<file path="src/design/clp_pkg.sv">
// ----------------------------------------------------------------------------
// clp_pkg: shared types and constants for the CPU list text parser
// Character codes, the character classifier and the per-part result record.
// ----------------------------------------------------------------------------
package clp_pkg;

  localparam int CPU_OUT_BITS = 12;
  localparam int COUNT_BITS   = 16;

  localparam logic [CPU_OUT_BITS-1:0] CPU_OUT_MAX = '1;
  localparam logic [COUNT_BITS-1:0]   COUNT_MAX   = '1;

  localparam logic [7:0] CH_HYPHEN = 8'h2D;
  localparam logic [7:0] CH_COMMA  = 8'h2C;
  localparam logic [7:0] CH_LF     = 8'h0A;
  localparam logic [7:0] CH_CR     = 8'h0D;
  localparam logic [7:0] CH_NUL    = 8'h00;
  localparam logic [7:0] CH_ZERO   = 8'h30;
  localparam logic [7:0] CH_NINE   = 8'h39;
  localparam logic [3:0] DEC_BASE  = 4'd10;

  typedef enum logic [2:0] {
    CC_DIGIT,
    CC_HYPHEN,
    CC_COMMA,
    CC_TERM,
    CC_OTHER
  } char_class_t;

  typedef struct packed {
    logic [CPU_OUT_BITS-1:0] first_cpu;
    logic [CPU_OUT_BITS-1:0] last_cpu;
    logic                    part_is_range;
    logic [COUNT_BITS-1:0]   cpus_listed;
    logic                    format_error;
    logic                    end_of_line;
  } clp_part_t;

  function automatic char_class_t classify(input logic [7:0] ch);
    char_class_t cc;
    if (ch >= CH_ZERO && ch <= CH_NINE) begin
      cc = CC_DIGIT;
    end else if (ch == CH_HYPHEN) begin
      cc = CC_HYPHEN;
    end else if (ch == CH_COMMA) begin
      cc = CC_COMMA;
    end else if (ch == CH_LF || ch == CH_CR || ch == CH_NUL) begin
      cc = CC_TERM;
    end else begin
      cc = CC_OTHER;
    end
    return cc;
  endfunction

endpackage

</file>
<file path="src/design/cpu_list_text_parser.sv">
// Path: a character that closes a part reaches the result ports through the
//   input register, then one pass of parsing logic, then the result register;
//   it waits in the input register while the result register is stalled.
// Throughput: one character per cycle, unless a closing character waits on a
//   stalled result; the parsing state is updated in that single pass of logic.
// Reset: synchronous, active low; clears the line state and both valid flags.
// ----------------------------------------------------------------------------
// cpu_list_text_parser: streaming parser for CPU list text such as 0-3,5,7-9
// Takes one ASCII character per transaction and emits one result transaction
// for every comma or line terminator.
// ----------------------------------------------------------------------------
module cpu_list_text_parser
  import clp_pkg::*;
#(
  parameter int MASK_BITS   = 64,
  parameter int NUMBER_BITS = 12
) (
  input  logic                    clk,
  input  logic                    rst_n,
  input  logic                    in_valid,
  output logic                    in_ready,
  input  logic [7:0]              in_character,
  output logic                    out_valid,
  input  logic                    out_ready,
  output logic [CPU_OUT_BITS-1:0] out_first_cpu,
  output logic [CPU_OUT_BITS-1:0] out_last_cpu,
  output logic                    out_part_is_range,
  output logic [MASK_BITS-1:0]    out_cpu_mask,
  output logic [COUNT_BITS-1:0]   out_cpus_listed,
  output logic                    out_format_error,
  output logic                    out_end_of_line
);

  logic                 held_valid;
  logic [7:0]           held_character;
  logic                 emits;
  logic                 space;
  logic                 advance;
  clp_part_t            part;
  logic [MASK_BITS-1:0] mask;

  // The held character moves on when it produces no result, or when the
  // result register is free or being emptied in this very cycle. Digits,
  // hyphens and stray bytes therefore never wait for the downstream side.
  assign advance = held_valid && (!emits || space);

  // Input register: decouples the upstream handshake from the parsing stage.
  clp_in_reg u_in_reg (
    .clk            (clk),
    .rst_n          (rst_n),
    .in_valid       (in_valid),
    .in_ready       (in_ready),
    .in_character   (in_character),
    .advance        (advance),
    .held_valid     (held_valid),
    .held_character (held_character)
  );

  // Parsing stage: the number accumulator, range start and per-line mask,
  // count and error flag live here and change only when a character advances.
  clp_parse_core #(
    .MASK_BITS   (MASK_BITS),
    .NUMBER_BITS (NUMBER_BITS)
  ) u_core (
    .clk       (clk),
    .rst_n     (rst_n),
    .step      (advance),
    .character (held_character),
    .emits     (emits),
    .part      (part),
    .mask      (mask)
  );

  // Result register: a finished part waits here while the next characters
  // keep flowing into the parsing stage.
  clp_out_reg #(
    .MASK_BITS (MASK_BITS)
  ) u_out_reg (
    .clk               (clk),
    .rst_n             (rst_n),
    .load              (advance && emits),
    .part              (part),
    .mask              (mask),
    .space             (space),
    .out_ready         (out_ready),
    .out_valid         (out_valid),
    .out_first_cpu     (out_first_cpu),
    .out_last_cpu      (out_last_cpu),
    .out_part_is_range (out_part_is_range),
    .out_cpu_mask      (out_cpu_mask),
    .out_cpus_listed   (out_cpus_listed),
    .out_format_error  (out_format_error),
    .out_end_of_line   (out_end_of_line)
  );

  // A result-producing character must not advance while the result is stuck.
  a_no_overwrite: assert property (@(posedge clk) disable iff (!rst_n)
    out_valid && !out_ready |-> !(advance && emits))
    else $error("result register overwritten while stalled");

  // A held character that needs no result never blocks the input.
  a_free_flow: assert property (@(posedge clk) disable iff (!rst_n)
    held_valid && !emits |-> in_ready)
    else $error("input stalled by a character that yields no result");

  // A stalled result with a closing character waiting holds the input back.
  a_backpressure: assert property (@(posedge clk) disable iff (!rst_n)
    held_valid && emits && out_valid && !out_ready |-> !in_ready)
    else $error("input accepted while the parsing stage was blocked");

endmodule

</file>
<file path="src/design/clp_in_reg.sv">
// ----------------------------------------------------------------------------
// clp_in_reg: input register of the CPU list text parser
// Holds one accepted character until the parsing stage consumes it.
// ----------------------------------------------------------------------------
module clp_in_reg
  import clp_pkg::*;
(
  input  logic       clk,
  input  logic       rst_n,
  input  logic       in_valid,
  output logic       in_ready,
  input  logic [7:0] in_character,
  input  logic       advance,
  output logic       held_valid,
  output logic [7:0] held_character
);

  logic       valid_r;
  logic [7:0] char_r;

  // The register frees up in the same cycle as its content moves on.
  assign in_ready       = !valid_r || advance;
  assign held_valid     = valid_r;
  assign held_character = char_r;

  always_ff @(posedge clk) begin
    if (!rst_n) begin
      valid_r <= 1'b0;
    end else if (in_ready) begin
      valid_r <= in_valid;
    end
  end

  always_ff @(posedge clk) begin
    if (in_valid && in_ready) begin
      char_r <= in_character;
    end
  end

endmodule

</file>
<file path="src/design/clp_parse_core.sv">
// ----------------------------------------------------------------------------
// clp_parse_core: parsing state and per-character update
// Accumulates numbers, tracks ranges and builds the result of a closed part.
// ----------------------------------------------------------------------------
module clp_parse_core
  import clp_pkg::*;
#(
  parameter int MASK_BITS   = 64,
  parameter int NUMBER_BITS = 12
) (
  input  logic                 clk,
  input  logic                 rst_n,
  input  logic                 step,
  input  logic [7:0]           character,
  output logic                 emits,
  output clp_part_t            part,
  output logic [MASK_BITS-1:0] mask
);

  localparam int PROD_BITS = NUMBER_BITS + 4;
  localparam int SPAN_BITS = NUMBER_BITS + 1;
  localparam int SUM_BITS  = COUNT_BITS + 2;

  logic [NUMBER_BITS-1:0] acc_r, acc_nxt;
  logic [NUMBER_BITS-1:0] start_r, start_nxt;
  logic                   hyphen_r, hyphen_nxt;
  logic [MASK_BITS-1:0]   mask_r, mask_nxt;
  logic [COUNT_BITS-1:0]  count_r, count_nxt;
  logic                   err_r, err_nxt;

  char_class_t            cc;
  logic [PROD_BITS-1:0]   prod;
  logic                   ovf;
  logic [NUMBER_BITS-1:0] first, last;
  logic                   in_order;
  logic [SPAN_BITS-1:0]   span;
  logic [SUM_BITS-1:0]    sum;
  logic [COUNT_BITS-1:0]  count_close;
  logic [MASK_BITS-1:0]   part_bits;
  logic [MASK_BITS-1:0]   mask_close;
  logic                   beyond;
  logic                   err_close;

  function automatic logic [CPU_OUT_BITS-1:0] sat_cpu(input logic [NUMBER_BITS-1:0] v);
    logic [15:0] w;
    w = 16'(v);
    return (w > 16'(CPU_OUT_MAX)) ? CPU_OUT_MAX : w[CPU_OUT_BITS-1:0];
  endfunction

  assign cc    = classify(character);
  assign emits = (cc == CC_COMMA) || (cc == CC_TERM);

  // Decimal accumulate; any carry beyond the number width saturates.
  assign prod = PROD_BITS'(acc_r) * PROD_BITS'(DEC_BASE) + PROD_BITS'(character[3:0]);
  assign ovf  = |prod[PROD_BITS-1:NUMBER_BITS];

  assign first    = hyphen_r ? start_r : acc_r;
  assign last     = hyphen_r ? acc_r : first;
  assign in_order = first <= last;

  assign span = SPAN_BITS'(last) - SPAN_BITS'(first) + SPAN_BITS'(1);
  assign sum  = SUM_BITS'(count_r) + SUM_BITS'(span);

  always_comb begin
    if (!in_order) begin
      count_close = count_r;
    end else if (sum > SUM_BITS'(COUNT_MAX)) begin
      count_close = COUNT_MAX;
    end else begin
      count_close = sum[COUNT_BITS-1:0];
    end
  end

  // One comparator pair per mask bit: set when the bit lies inside the range.
  always_comb begin
    for (int i = 0; i < MASK_BITS; i++) begin
      part_bits[i] = in_order && (NUMBER_BITS'(i) >= first) && (NUMBER_BITS'(i) <= last);
    end
  end

  assign mask_close = mask_r | part_bits;
  assign beyond     = in_order && (32'(last) >= 32'(MASK_BITS));
  assign err_close  = err_r || beyond;

  assign part.first_cpu     = sat_cpu(first);
  assign part.last_cpu      = sat_cpu(last);
  assign part.part_is_range = hyphen_r;
  assign part.cpus_listed   = count_close;
  assign part.format_error  = err_close;
  assign part.end_of_line   = (cc == CC_TERM);
  assign mask               = mask_close;

  always_comb begin
    acc_nxt    = acc_r;
    start_nxt  = start_r;
    hyphen_nxt = hyphen_r;
    mask_nxt   = mask_r;
    count_nxt  = count_r;
    err_nxt    = err_r;
    case (cc)
      CC_DIGIT: begin
        acc_nxt = ovf ? '1 : prod[NUMBER_BITS-1:0];
        err_nxt = err_r || ovf;
      end
      CC_HYPHEN: begin
        err_nxt    = err_r || hyphen_r;
        start_nxt  = acc_r;
        acc_nxt    = '0;
        hyphen_nxt = 1'b1;
      end
      CC_COMMA: begin
        acc_nxt    = '0;
        start_nxt  = '0;
        hyphen_nxt = 1'b0;
        mask_nxt   = mask_close;
        count_nxt  = count_close;
        err_nxt    = err_close;
      end
      CC_TERM: begin
        acc_nxt    = '0;
        start_nxt  = '0;
        hyphen_nxt = 1'b0;
        mask_nxt   = '0;
        count_nxt  = '0;
        err_nxt    = 1'b0;
      end
      default: begin
        err_nxt = 1'b1;
      end
    endcase
  end

  always_ff @(posedge clk) begin
    if (!rst_n) begin
      acc_r    <= '0;
      start_r  <= '0;
      hyphen_r <= 1'b0;
      mask_r   <= '0;
      count_r  <= '0;
      err_r    <= 1'b0;
    end else if (step) begin
      acc_r    <= acc_nxt;
      start_r  <= start_nxt;
      hyphen_r <= hyphen_nxt;
      mask_r   <= mask_nxt;
      count_r  <= count_nxt;
      err_r    <= err_nxt;
    end
  end

  // A terminator leaves a clean line behind it.
  a_term_clears: assert property (@(posedge clk) disable iff (!rst_n)
    step && (cc == CC_TERM) |=> (count_r == '0) && (mask_r == '0) && !err_r && !hyphen_r)
    else $error("line state not cleared after terminator");

  // Within a line the entry count never falls.
  a_count_monotonic: assert property (@(posedge clk) disable iff (!rst_n)
    !(step && (cc == CC_TERM)) |=> count_r >= $past(count_r))
    else $error("entry count decreased within a line");

  // The error flag is sticky until a terminator.
  a_err_sticky: assert property (@(posedge clk) disable iff (!rst_n)
    err_r && !(step && (cc == CC_TERM)) |=> err_r)
    else $error("error flag dropped within a line");

  // A closed part's mask always covers the line's earlier mask.
  a_mask_grows: assert property (@(posedge clk) disable iff (!rst_n)
    step && emits |-> ((mask & mask_r) == mask_r))
    else $error("result mask lost earlier bits");

endmodule

</file>
<file path="src/design/clp_out_reg.sv">
// ----------------------------------------------------------------------------
// clp_out_reg: result register of the CPU list text parser
// Holds one result until the downstream side takes it.
// ----------------------------------------------------------------------------
module clp_out_reg
  import clp_pkg::*;
#(
  parameter int MASK_BITS = 64
) (
  input  logic                    clk,
  input  logic                    rst_n,
  input  logic                    load,
  input  clp_part_t               part,
  input  logic [MASK_BITS-1:0]    mask,
  output logic                    space,
  input  logic                    out_ready,
  output logic                    out_valid,
  output logic [CPU_OUT_BITS-1:0] out_first_cpu,
  output logic [CPU_OUT_BITS-1:0] out_last_cpu,
  output logic                    out_part_is_range,
  output logic [MASK_BITS-1:0]    out_cpu_mask,
  output logic [COUNT_BITS-1:0]   out_cpus_listed,
  output logic                    out_format_error,
  output logic                    out_end_of_line
);

  logic                 valid_r;
  clp_part_t            part_r;
  logic [MASK_BITS-1:0] mask_r;

  assign space = !valid_r || out_ready;

  always_ff @(posedge clk) begin
    if (!rst_n) begin
      valid_r <= 1'b0;
    end else if (space) begin
      valid_r <= load;
    end
  end

  always_ff @(posedge clk) begin
    if (load && space) begin
      part_r <= part;
      mask_r <= mask;
    end
  end

  assign out_valid         = valid_r;
  assign out_first_cpu     = part_r.first_cpu;
  assign out_last_cpu      = part_r.last_cpu;
  assign out_part_is_range = part_r.part_is_range;
  assign out_cpu_mask      = mask_r;
  assign out_cpus_listed   = part_r.cpus_listed;
  assign out_format_error  = part_r.format_error;
  assign out_end_of_line   = part_r.end_of_line;

endmodule

</file>
<file path="config.mk">
export PLATFORM = sky130hd
export DESIGN_NAME = cpu_list_text_parser
export DESIGN_NICKNAME = d
export VERILOG_FILES = /design/src/design/clp_pkg.sv /design/src/design/cpu_list_text_parser.sv /design/src/design/clp_in_reg.sv /design/src/design/clp_parse_core.sv /design/src/design/clp_out_reg.sv
export SDC_FILE = /design/constraint.sdc
export NUM_CORES = 1
export LEC_CHECK = 0
export BUFFER_PORTS_ARGS = -buffer_cell sky130_fd_sc_hd__buf_2
export CORE_MARGIN = 2
export CORE_UTILIZATION = 35
export DETAILED_ROUTE_END_ITERATION = 7
export GPL_ROUTABILITY_DRIVEN = 0
export PLACE_DENSITY = 0.59
export SLEW_MARGIN = 0
export SYNTH_ARGS = -nofsm -noshare
export SYNTH_HDL_FRONTEND = slang
export SYNTH_SLANG_ARGS = --single-unit
export TNS_END_PERCENT = 20
</file>
<file path="constraint.sdc">
create_clock -name clk -period 10 [get_ports clk]
set_input_delay 2.5 -clock clk [delete_from_list [all_inputs] [get_ports clk]]
set_output_delay 2.5 -clock clk [all_outputs]
set_load 0.01 [all_outputs]
</file>
==> After elaboration in Yosys (flattened, before gate mapping) <==
Cells that the tools add are included.
{ "classes": {"n_addsub": 4, "mul": 1, "n_lt_le_gt_ge": 133, "n_eq_ne": 7, "n_mux": 15, "bitwise": 1, "reduce_logical": 157} }
{ "op_table": {"columns": ["op", "count"], "rows": [
  ["$ge 6x12->1 const A", 32],
  ["$le 6x12->1 const A", 32],
  ["$ge 5x12->1 const A", 16],
  ["$le 5x12->1 const A", 16],
  ["$logic_and 1x1->1", 134],
  ["$pmux 64 s2", 1],
  ["$ge 4x12->1 const A", 8],
  ["$le 4x12->1 const A", 8],
  ["$or 64x64->64", 1],
  ["$ge 3x12->1 const A", 4],
  ["$le 3x12->1 const A", 4],
  ["$pmux 12 s2", 2],
  ["$mux 12", 3],
  ["$mux 16", 2],
  ["$pmux 16 s2", 1],
  ["$ge 1x12->1 const A", 2],
  ["$ge 2x12->1 const A", 2],
  ["$le 1x12->1 const A", 2],
  ["$le 2x12->1 const A", 2],
  ["$gt 18x16->1 const B", 1],
  ["$add 16x13->17", 1],
  ["$add 16x4->16", 1],
  ["$eq 8x4->1 const B", 2],
  ["$eq 8x6->1 const B", 2],
  ["21 further kinds", 39]
]} }
{ "totals": {"register_bits": 223, "in_bits": 12, "output_inout_bits": 109, "elab_cells": 334} }

==> Depth between registers and ports, before layout <==
Gate-level depths: netlist of run 1.
{ "depth": {"depth_word": 14, "mapped_depth": 24, "ltp_nobuf": 22} }

==> Hierarchy <==
From an unflattened synthesis of run 1, not the netlist that was laid out.
{ "unflattened": {"cells_unflattened": 1221, "hier_area_um2": 11880.1} }
{ "modules_own_cells": {"columns": ["module", "instances", "cells_per_inst", "area_each_um2", "seq_area_each_um2"], "rows": [
  ["clp_parse_core", 1, 1093, 8293.0, 2122.0],
  ["clp_out_reg", 1, 112, 3270.6, 3233.1],
  ["clp_in_reg", 1, 13, 297.8, 260.2],
  ["cpu_list_text_parser", 1, 3, 18.8, 0.0]
]} }

==> Least setup slack after synthesis of run 1 <==
Ideal clock, no wire load.
{ "synth_path": {"path_type": "input to register", "start": "in out_ready", "end": "reg u_out_reg.mask_r[0], in the netlist u_out_reg.out_cpu_mask[0], enable pin", "setup_ns": 0.461, "arrival_ns": 5.358, "t_required_ns": 9.539, "setup_slack_ns": 4.181, "stages": 5, "n_path_buf": 1, "cell_sequence": "nor2b_1 nor2_1 nand3_1 clkbuf_1 inv_1"} }
{ "synth_between": {"elab_chain_len": 5} }
{ "synth_rtl": {"columns": ["item", "line", "rtl"], "rows": [
  ["from (decl)", "cpu_list_text_parser.sv:24", "input logic out_ready,"],
  ["$logic_or 1x1->1 *", "clp_out_reg.sv:31", "assign space = !valid_r || out_ready;"],
  ["$logic_or 1x1->1", "cpu_list_text_parser.sv:45", "assign advance = held_valid && (!emits || space);"],
  ["$logic_and 1x1->1", "cpu_list_text_parser.sv:45", null],
  ["$logic_and 1x1->1", "cpu_list_text_parser.sv:81", ".load (advance && emits),"],
  ["$logic_and 1x1->1 *", "clp_out_reg.sv:42", "if (load && space) begin"],
  ["to (signal assigned)", "clp_out_reg.sv:44", "mask_r <= mask;"],
  ["to (decl)", "clp_out_reg.sv:29", "logic [MASK_BITS-1:0] mask_r;"]
]} }
Mark *: on every way between the ends. The rest lies on a longest branch, timed or not.
A chain may end at the register's enable or synchronous reset.

==> flow_summary.ini, run 1 <==
[run_status]
status = completed

[global_routing]
first_global_vias = 9257
top_usage_layer = met1
overflow = 0
grt_use_met1 = 0.274
antenna_found_initial = 0
grt_max_degree = 59
grt_pass1_wl_mm = 53.2
gr-usage-met3 = 0.0341
grtUsageMet2 = 0.273
grt_use_total = 0.186

[setup_path]
critical_path_cell_count = 20
reg2regPathDepth = 20
critPathSlowestCell = o21bai_1
criticalPathCategory = register to register
cp.required_ns = 10.42
crit_chain = buf_4, mux2i_1, inv_1, ha_1, inv_1, fa_1, nor2b_1, o21ai_0, a21oi_1, o21a_1, nor2_1, xnor2_1, ha_1, a21o_1, nor3_1, a211o_1, a211oi_1, o21bai_1, a31oi_1, a22o_1
start_kind = register
cp-startpoint = u_core.hyphen_r$_SDFFE_PN0P_
crit_family = compound AO/OA/AOI/OAI gates
crit_fanout = 15
cp-end-kind = register
crit_path_max_incr_delay_ns = 0.99
r2r_start = u_core.hyphen_r$_SDFFE_PN0P_
crit_arrival_ns = 6.62
path_buf_inv = 3

[synth]
ys_ff_latch = 223
synthDominantCellAreaShare = 0.287
yosysWarnings = 0
synthMuxAreaShare = 0.0151
synth-xor-area-share = 0.0211
syn_nets = 1272
synth_area_mm2 = 0.0120
synth_seq_area_share = 0.466
synth_compound_area_frac = 0.235
synth_edf_count = 115
synth_top_area_cell = edfxtp_1
synthCells = 1184
synth_area_leaders = edfxtp_1, dfxtp_1, ha_1, a21oi_1, a21o_1
synth_cell_type_count = 87
synth_ff_type = edfxtp_1
async_flop_share = 0
avgSynthCellArea_um2 = 10.2
synthSimpleGateAreaFrac = 0.138
yosys.area_share.adder = 0.0823
synth_top_family_by_area = compound AO/OA/AOI/OAI gates

[detailed_routing]
viasPerCell = 5.66
vias = 9843
first_pass_iters = 6
ant_nets = 0
drc = 0
wire_per_inst_um = 19.7
drtIter0Drc = 1089
wl_mm = 34.3

[cts]
cts.reportedPaths.clkPinSlew_ns = 0.06
root_buffer = clkbuf_16
tritoncts = built
cts.sinks = 223
clock_latency_ns = 0.53
cts_max_path_buffers = 3
cts_hold_buffers = 0
cts_made_buffers = 25
htreeDepth = 1
cts.repair.resized = 0
post_cts_buffers = 0

[sta]
drv_slew = 0
setup_ws_ns = 3.80
holdWs_ns = 0.452
tns_ns = 0
finalSetupViolCount = 0
hold_violations = 0
relSlewSlack = 0.168
rsz0062_at_grt = false
max_clock_freq_mhz = 161
post-route-min-period_ns = 6.20
tightest_slew_ns = 1.24
fin_crit_sh = 0.620
fin_worst_skew_ns = 0.0171

[hold_path]
holdPathStages = 1
hold_start = u_core.mask_r[28]$_SDFFE_PN0P_
hp-class = register to register

[floorplan]
fp-row-count = 67
dieArea_mm2 = 0.0359
core_area_mm2 = 0.0337
ios = 121
start_util = 0.357
die_w_um = 190
dieHeight_um = 190

[power_and_ir_drop]
power_frac_seq = 0.431
leakage_uw = 0.00585
power.share.clock = 0.411
netSwitchingFraction = 0.268
peakVddDrop_mv = 0.112
p_sw_uw = 612
powerDensity_mw_per_mm2 = 164
comb_power_share = 0.158
p_int_uw = 1670

[final_layout]
syn2layout_area_growth_pct = 15.3
fin_area_mm2 = 0.0139
drive_gt1_frac = 0.193
fillCellCount = 3317
nNetsFinal = 1362
diodes = 0

[placed_design]
postPlaceCellArea_mm2 = 0.0131
place_ws_ns = 3.99
port_buffers = 120
hpwl_mm = 24.3

[flow_run]
maxCapViolations = 0
## cells in the mapped netlist, types with 14 or more instances
master,instances
a21o_1,44
a21oi_1,89
a22o_1,35
a22oi_1,18
a31o_2,23
a31oi_1,23
clkbuf_1,57
dfxtp_1,108
edfxtp_1,115
ha_1,72
inv_1,46
nand2_1,79
nand3_1,22
nand4_1,20
nor2_1,83
nor3_1,19
o21ai_0,55
or2_2,14
xor2_1,18
## kinds of logic (layout without fill, tap and decap cells)
group                    after synthesis  in the layout
adder cells (fa/ha/maj)               77             77
XOR/XNOR                              29             29
multiplexers                          16             16
flip-flops                           223            223
AND/OR/NAND/NOR                      313            313
buffers and inverters                125            233
AO/OA/AOI/OAI                        401            401
## stage by stage
| step | total power, uW | instances | util |
|---|---|---|---|
| floorplan | 1270 | 1184 | - |
| global placement | 1350 | 1695 | 0.387 |
| detailed placement | 1360 | 1695 | 0.387 |
| CTS | 2300 | 1740 | 0.412 |
| global route | 2380 | 1740 | 0.412 |
| finish | 2280 | 1740 | 0.412 |
## cells in the final DEF, fill, tap and decap left out, types with 7 or more instances in the layout
master	n
and3_1	7
dfxtp_1	108
a2111oi_0	13
o31ai_1	7
nor2b_1	8
clkbuf_16	26
nor3_1	17
a32oi_1	8
mux2i_1	12
inv_1	44
nand2_1	79
o21bai_1	7
nand2b_1	10
clkbuf_1	8
a22oi_1	18
o21a_1	11
a311oi_1	10
nor3b_1	11
a31oi_1	22
a21oi_1	89
o21ai_0	55
nand3_1	22
buf_4	17
nand4_1	20
nor3b_2	8
edfxtp_1	115
a31o_2	23
or2_2	14
xnor2_1	11
ha_1	72
buf_2	120
xor2_1	18
nor2_1	83
a211oi_1	7
a21o_1	44
a22o_1	35
## final cells by class
cell class	count	area, um2	area share
flip-flops and latches	223	5620	0.404
well taps	448	561	0.0403
inverters	51	194	0.0140
clock buffers	36	708	0.0510
multi-input cells	836	5960	0.429
repair buffers	137	728	0.0524
clock inverters	9	128	0.00919
## state kept, by name (all words and copies together) (netlist names)
register and count:
u_out_reg.out_part_is_range 1, u_out_reg.out_first_cpu 12, u_out_reg.out_last_cpu 12, u_core.err_r 1, u_in_reg.held_valid 1, u_out_reg.out_cpus_listed 16
u_core.hyphen_r 1, u_core.acc_r 12, u_in_reg.held_character 8, u_core.mask_r 64, u_core.count_r 16, u_out_reg.out_valid 1
u_out_reg.out_end_of_line 1, u_core.start_r 12, u_out_reg.out_format_error 1, u_out_reg.out_cpu_mask 64
## power groups by stage
| stage | registers, uW | logic [uW] | clock network (uW) |
|---|---|---|---|
| after floorplan | 1000 | 271 | 0 |
| after global placement | 1000 | 350 | 0 |
| after detailed placement | 1000 | 354 | 0 |
| after CTS | 985 | 356 | 958 |
| after global routing | 985 | 397 | 995 |
| final | 985 | 362 | 939 |
## layer usage
| metal | up-vias | share of wire |
|---|---|---|
| li1 | 4644 | - |
| met1 | 4696 | 0.47 |
| met2 | 425 | 0.42 |
| met3 | 78 | 0.075 |
| met4 | 0 | 0.029 |
| met5 | - | 0 |
## worst paths after layout
| kind | end | slack, ns |
|---|---|---|
| worst min-delay path | u_core.mask_r[28]$_SDFFE_PN0P_ | 0.45 |
| worst max-delay path | u_core.count_r[6]$_SDFFE_PN0P_ | 3.80 |
| worst min register to register | u_core.mask_r[28]$_SDFFE_PN0P_ | 0.45 |
| worst max register to register | u_core.count_r[6]$_SDFFE_PN0P_ | 3.80 |
Note: power is estimated with default switching activity, not from simulation.
==> run 2, diff against run 1 <==
clock period = 5.8 ns   (was 10 ns; I/O delays follow)
==> flow_summary.ini, run 2 (synthesis results as in run 1) <==
[final_layout]
syn2layout_area_growth_pct = 16.4
nNetsFinal = 1377
fillCellCount = 3324
diodes = 0
stdcell_count = 1755
drive_gt1_frac = 0.208
fin_util = 0.416
final_common_cell = buf_2
final_cell_mix = buf_2, edfxtp_1, dfxtp_1

[cts]
cts_made_buffers = 25
cts.reportedPaths.clkPinSlew_ns = 0.06
htreeDepth = 1
cts.sinks = 223
root_buffer = clkbuf_16
tritoncts = built
cts_max_path_buffers = 3
post_cts_buffers = 0
clock_latency_ns = 0.53

[placed_design]
port_buffers = 120
place_ws_ns = 0.198
hpwl_mm = 24.5
placed_cells_incl_taps = 1710

[power_and_ir_drop]
powerDensity_mw_per_mm2 = 278
power_frac_seq = 0.436
leakage_uw = 0.00592
peakVddDrop_mv = 0.188
netSwitchingFraction = 0.276
power.share.clock = 0.404
p_int_uw = 2830
comb_power_share = 0.160
p_sw_uw = 1070

[detailed_routing]
wire_per_inst_um = 19.4
wl_mm = 34.0
first_pass_iters = 5
vias = 9777
ant_nets = 0
drtIter0Drc = 818
drc = 0
viasPerCell = 5.57

[sta]
rsz0062_at_grt = false
finalSetupViolCount = 0
holdWs_ns = 0.452
drv_slew = 0
relSlewSlack = 0.268
fin_crit_sh = 0.903
tightest_slew_ns = 1.09
fin_worst_skew_ns = 0.0194
setup_ws_ns = 0.562
hold_violations = 0
max_clock_freq_mhz = 191
tns_ns = 0
post-route-min-period_ns = 5.24

[setup_path]
cp-end-kind = register
crit_fanout = 6
start_kind = register
critPathSlowestCell = dfxtp_1
path_buf_inv = 3
crit_arrival_ns = 5.52
criticalPathCategory = register to register
crit_path_max_incr_delay_ns = 0.54
crit_family = compound AO/OA/AOI/OAI gates
cp.required_ns = 6.08
crit_chain = mux2i_1, inv_1, ha_1, inv_1, ha_1, inv_1, fa_1, nor2b_1, o21ai_0, a21oi_1, o21a_1, a2111oi_1, nor2_1, xor2_1, ha_1, nand2_1, a211o_1, a211oi_1, o21ai_0, mux2_2

[global_routing]
grt_use_total = 0.185
overflow = 0
first_global_vias = 9139
grt_pass1_wl_mm = 52.5
grt_max_degree = 50
antenna_found_initial = 1

[floorplan]
ios = 121
die_w_um = 190
dieHeight_um = 190
dieArea_mm2 = 0.0359
fp-row-count = 67
start_util = 0.357
core_area_mm2 = 0.0337

[hold_path]
hp-class = register to register

[run_status]
status = completed

[flow_run]
maxCapViolations = 0
-- run 2: cell count changes in the layout (fill, tap and decap cells not counted), sizes merged --
cell / delta
buf: +15
clkbuf: -4
clkinv: +4
bufinv: -2
inv: +2
-- run 2: path summary, 6_finish.rpt --
path	startpoint	end	slack, ns	cells past startpoint
min	u_core.mask_r[28]$_SDFFE_PN0P_	u_core.mask_r[28]$_SDFFE_PN0P_	0.45	1
min reg2reg	u_core.mask_r[28]$_SDFFE_PN0P_	u_core.mask_r[28]$_SDFFE_PN0P_	0.45	1
max	u_core.hyphen_r$_SDFFE_PN0P_	u_out_reg.out_cpus_listed[14]$_DFFE_PP_	0.56	20
max reg2reg	u_core.hyphen_r$_SDFFE_PN0P_	u_out_reg.out_cpus_listed[14]$_DFFE_PP_	0.56	20
-- run 2: per-layer routing --
layer,vias up,track usage,share of wire
met5,-,0,0
li1,4681,-,-
met1,4650,0.274,0.48
met4,0,0.0483,0.027
met2,388,0.273,0.42
met3,58,0.0374,0.072
-- run 2: layout make-up --
| class | instances | area, um2 | share of cell area |
|---|---|---|---|
| clock buffer | 32 | 713 | 0.0509 |
| clock inverter | 13 | 110 | 0.00785 |
| inverter | 51 | 194 | 0.0138 |
| multi-input combinational | 836 | 5960 | 0.425 |
| sequential | 223 | 5620 | 0.400 |
| tap | 448 | 561 | 0.0400 |
| timing repair buffer | 152 | 866 | 0.0617 |
-- run 2: through the flow --
stage,instance area [um2],power [uW]
5_1_grt,14000,4050
2_1_floorplan,12000,2190
3_3_place_gp,13200,2340
3_5_place_dp,13200,2350
6_report,14000,3900
4_1_cts,14000,3920
-- run 2: power groups by stage --
stage	Sequential, uW	Combinational, uW	Clock [uW]
finish	1700	624	1580
floorplan	1730	467	0
detailed placement	1730	612	0
CTS	1700	615	1610
global placement	1730	603	0
global route	1700	688	1660
-- run 2: repair_timing --
item,CTS,global route
hold buffers,0,0
setup endpoints to repair,0,25
gates resized for setup,0,2
==> run 3, diff against run 2 <==
SYNTH_HIERARCHICAL = 1   (was unset)
==> flow_summary.ini, run 3 <==
[setup_path]
cp-end-kind = register
cp.required_ns = 6.22
crit_fanout = 10
crit_arrival_ns = 5.62
start_kind = register
criticalPathCategory = register to register

[final_layout]
nNetsFinal = 1396
drive_gt1_frac = 0.178
diodes = 0
fillCellCount = 3218
multi_input_area_mm2 = 0.00576
final_cell_mix = a21oi_1, buf_2, edfxtp_1
syn2layout_area_growth_pct = 16.0
regArea_mm2 = 0.00562
final_common_cell = a21oi_1

[power_and_ir_drop]
power_frac_seq = 0.443
power.total_uw = 3820
p_int_uw = 2850
powerDensity_mw_per_mm2 = 277
comb_power_share = 0.129
power.share.clock = 0.428
leakage_uw = 0.00547
p_sw_uw = 973
peakVddDrop_mv = 0.234
netSwitchingFraction = 0.255

[placed_design]
port_buffers = 120
hpwl_mm = 22.6

[global_routing]
grt_pass1_wl_mm = 51.6
overflow = 0
grt_use_total = 0.181
first_global_vias = 9189
grt_max_degree = 108
antenna_found_initial = 0

[sta]
fin_worst_skew_ns = 0.00951
max_clock_freq_mhz = 192
drv_slew = 0
tns_ns = 0
hold_violations = 0
relSlewSlack = 0.0780
rsz0062_at_grt = false
post-route-min-period_ns = 5.20
fin_crit_sh = 0.897
tightest_slew_ns = 1.38
finalSetupViolCount = 0

[synth]
synthCells = 1221
ys_ff_latch = 223
avgSynthCellArea_um2 = 9.73
synth_commonest_cells = a21oi_1, edfxtp_1, dfxtp_1, nand2_1, o21ai_0
syn_nets = 1309
synth_area_leaders = edfxtp_1, dfxtp_1, ha_1, a21oi_1, nand2_1
synth_seq_area_share = 0.473
synthDominantCellAreaShare = 0.291
yosysWarnings = 6
async_flop_share = 0
synth.most_common_cell = a21oi_1
synth_top_area_cell = edfxtp_1
synth_ff_type = edfxtp_1
synth_edf_count = 115
synth_area_mm2 = 0.0119
synth_cell_type_count = 79

[floorplan]
die_w_um = 188
core_area_mm2 = 0.0334
start_util = 0.355
dieArea_mm2 = 0.0354
dieHeight_um = 188
ios = 121
fp-row-count = 67

[cts]
cts_hold_buffers = 0
cts_made_buffers = 26
tritoncts = built
clock_latency_ns = 0.53
cts.reportedPaths.clkPinSlew_ns = 0.06
root_buffer = clkbuf_16
htreeDepth = 1
cts.sinks = 223
cts_max_path_buffers = 3

[detailed_routing]
wl_mm = 33.1
vias = 9796
drtIter0Drc = 961
ant_nets = 0
first_pass_iters = 7
wire_per_inst_um = 18.6
viasPerCell = 5.52
drc = 0

[hold_path]
hp-class = register to register

[flow_run]
maxCapViolations = 0

[run_status]
status = completed
## run 3: cell types whose count changed after synthesis, moves of 16 or more
cell and delta:
nand3_1 +16, a21oi_1 +39, nand2_1 +22, o21ai_0 +19, nor3b_1 +39, a22o_1 -35
## run 3: cell type report
cell class | instances | share of cell area
tap | 448 | 0.0407
clock buffer | 33 | 0.0536
sequential | 223 | 0.407
clock inverter | 15 | 0.00962
inverter | 51 | 0.0139
multi-input combinational | 863 | 0.418
timing repair buffer | 143 | 0.0570
## run 3: metal layers
metal | routed length [um] | vias to the layer above | track usage
met5 | 0 | - | 0.00137
met4 | 1110 | 0 | 0.0530
met3 | 2820 | 97 | 0.0395
met2 | 14000 | 408 | 0.270
met1 | 15100 | 4597 | 0.263
li1 | - | 4694 | -
## run 3: path summary, 6_finish.rpt
check	startpoint	end	slack (ns)	depth (start not counted)
setup reg to reg	u_core/hyphen_r$_SDFFE_PN0P_	u_core/count_r[15]$_SDFFE_PN0P_	0.60	20
hold reg to reg	u_core/start_r[4]$_SDFFE_PN0P_	u_core/start_r[4]$_SDFFE_PN0P_	0.45	2
hold / removal	u_core/start_r[4]$_SDFFE_PN0P_	u_core/start_r[4]$_SDFFE_PN0P_	0.45	2
setup / recovery	u_core/hyphen_r$_SDFFE_PN0P_	u_core/count_r[15]$_SDFFE_PN0P_	0.60	20
## run 3: per-stage QoR
stage / util / hold WS, ns / cells / worst slack, ns / area, um2
finish: 0.412 / 0.454 / 1776 / 0.596 / 13800
detailed placement: 0.386 / 0.445 / 1728 / 0.417 / 12900
global route: 0.412 / 0.473 / 1776 / 0.0147 / 13800
CTS: 0.412 / 0.453 / 1776 / 0.384 / 13800
floorplan: - / 0.431 / 1221 / 0.678 / 11900
global placement: 0.386 / 0.438 / 1728 / 0.494 / 12900
## run 3: cell families (layout without fill, tap and decap cells)
logic type      Yosys count  in the layout  share of synthesized area
fa+ha+maj                76             76                     0.0826
buf+inv                 135            242                     0.0438
simple gates            341            341                      0.146
mux                      12             12                     0.0102
flops                   223            223                      0.473
xor+xnor                 33             33                     0.0243
compound gates          401            401                      0.221
## run 3: power by group through the flow
stage	registers, uW	logic, uW	clock network, uW
floorplan	1720	349	0
global placement	1730	480	0
detailed placement	1730	485	0
CTS	1690	489	1670
global route	1690	544	1740
finish	1690	494	1640
## run 3: timing repair
item / in CTS / in global routing
setup buffers: 0 / 0
gates resized for setup: 0 / 2
setup endpoints to repair: 0 / 16
## run 3: critical path, stage by stage, from the launching register on
cell,delay (ns)
dfxtp_2,0.44
mux2i_1,0.26
inv_1,0.17
ha_1,0.35
inv_1,0.05
ha_1,0.21
fa_1,0.40
nand2_1,0.08
o21ai_0,0.12
a21o_1,0.22
a41o_1,0.25
o41ai_1,0.31
xnor2_1,0.20
ha_1,0.29
a21oi_1,0.23
nand2_1,0.11
a21oi_1,0.20
a21oi_1,0.13
nor4b_1,0.52
a2111oi_0,0.19
a311o_1,0.35
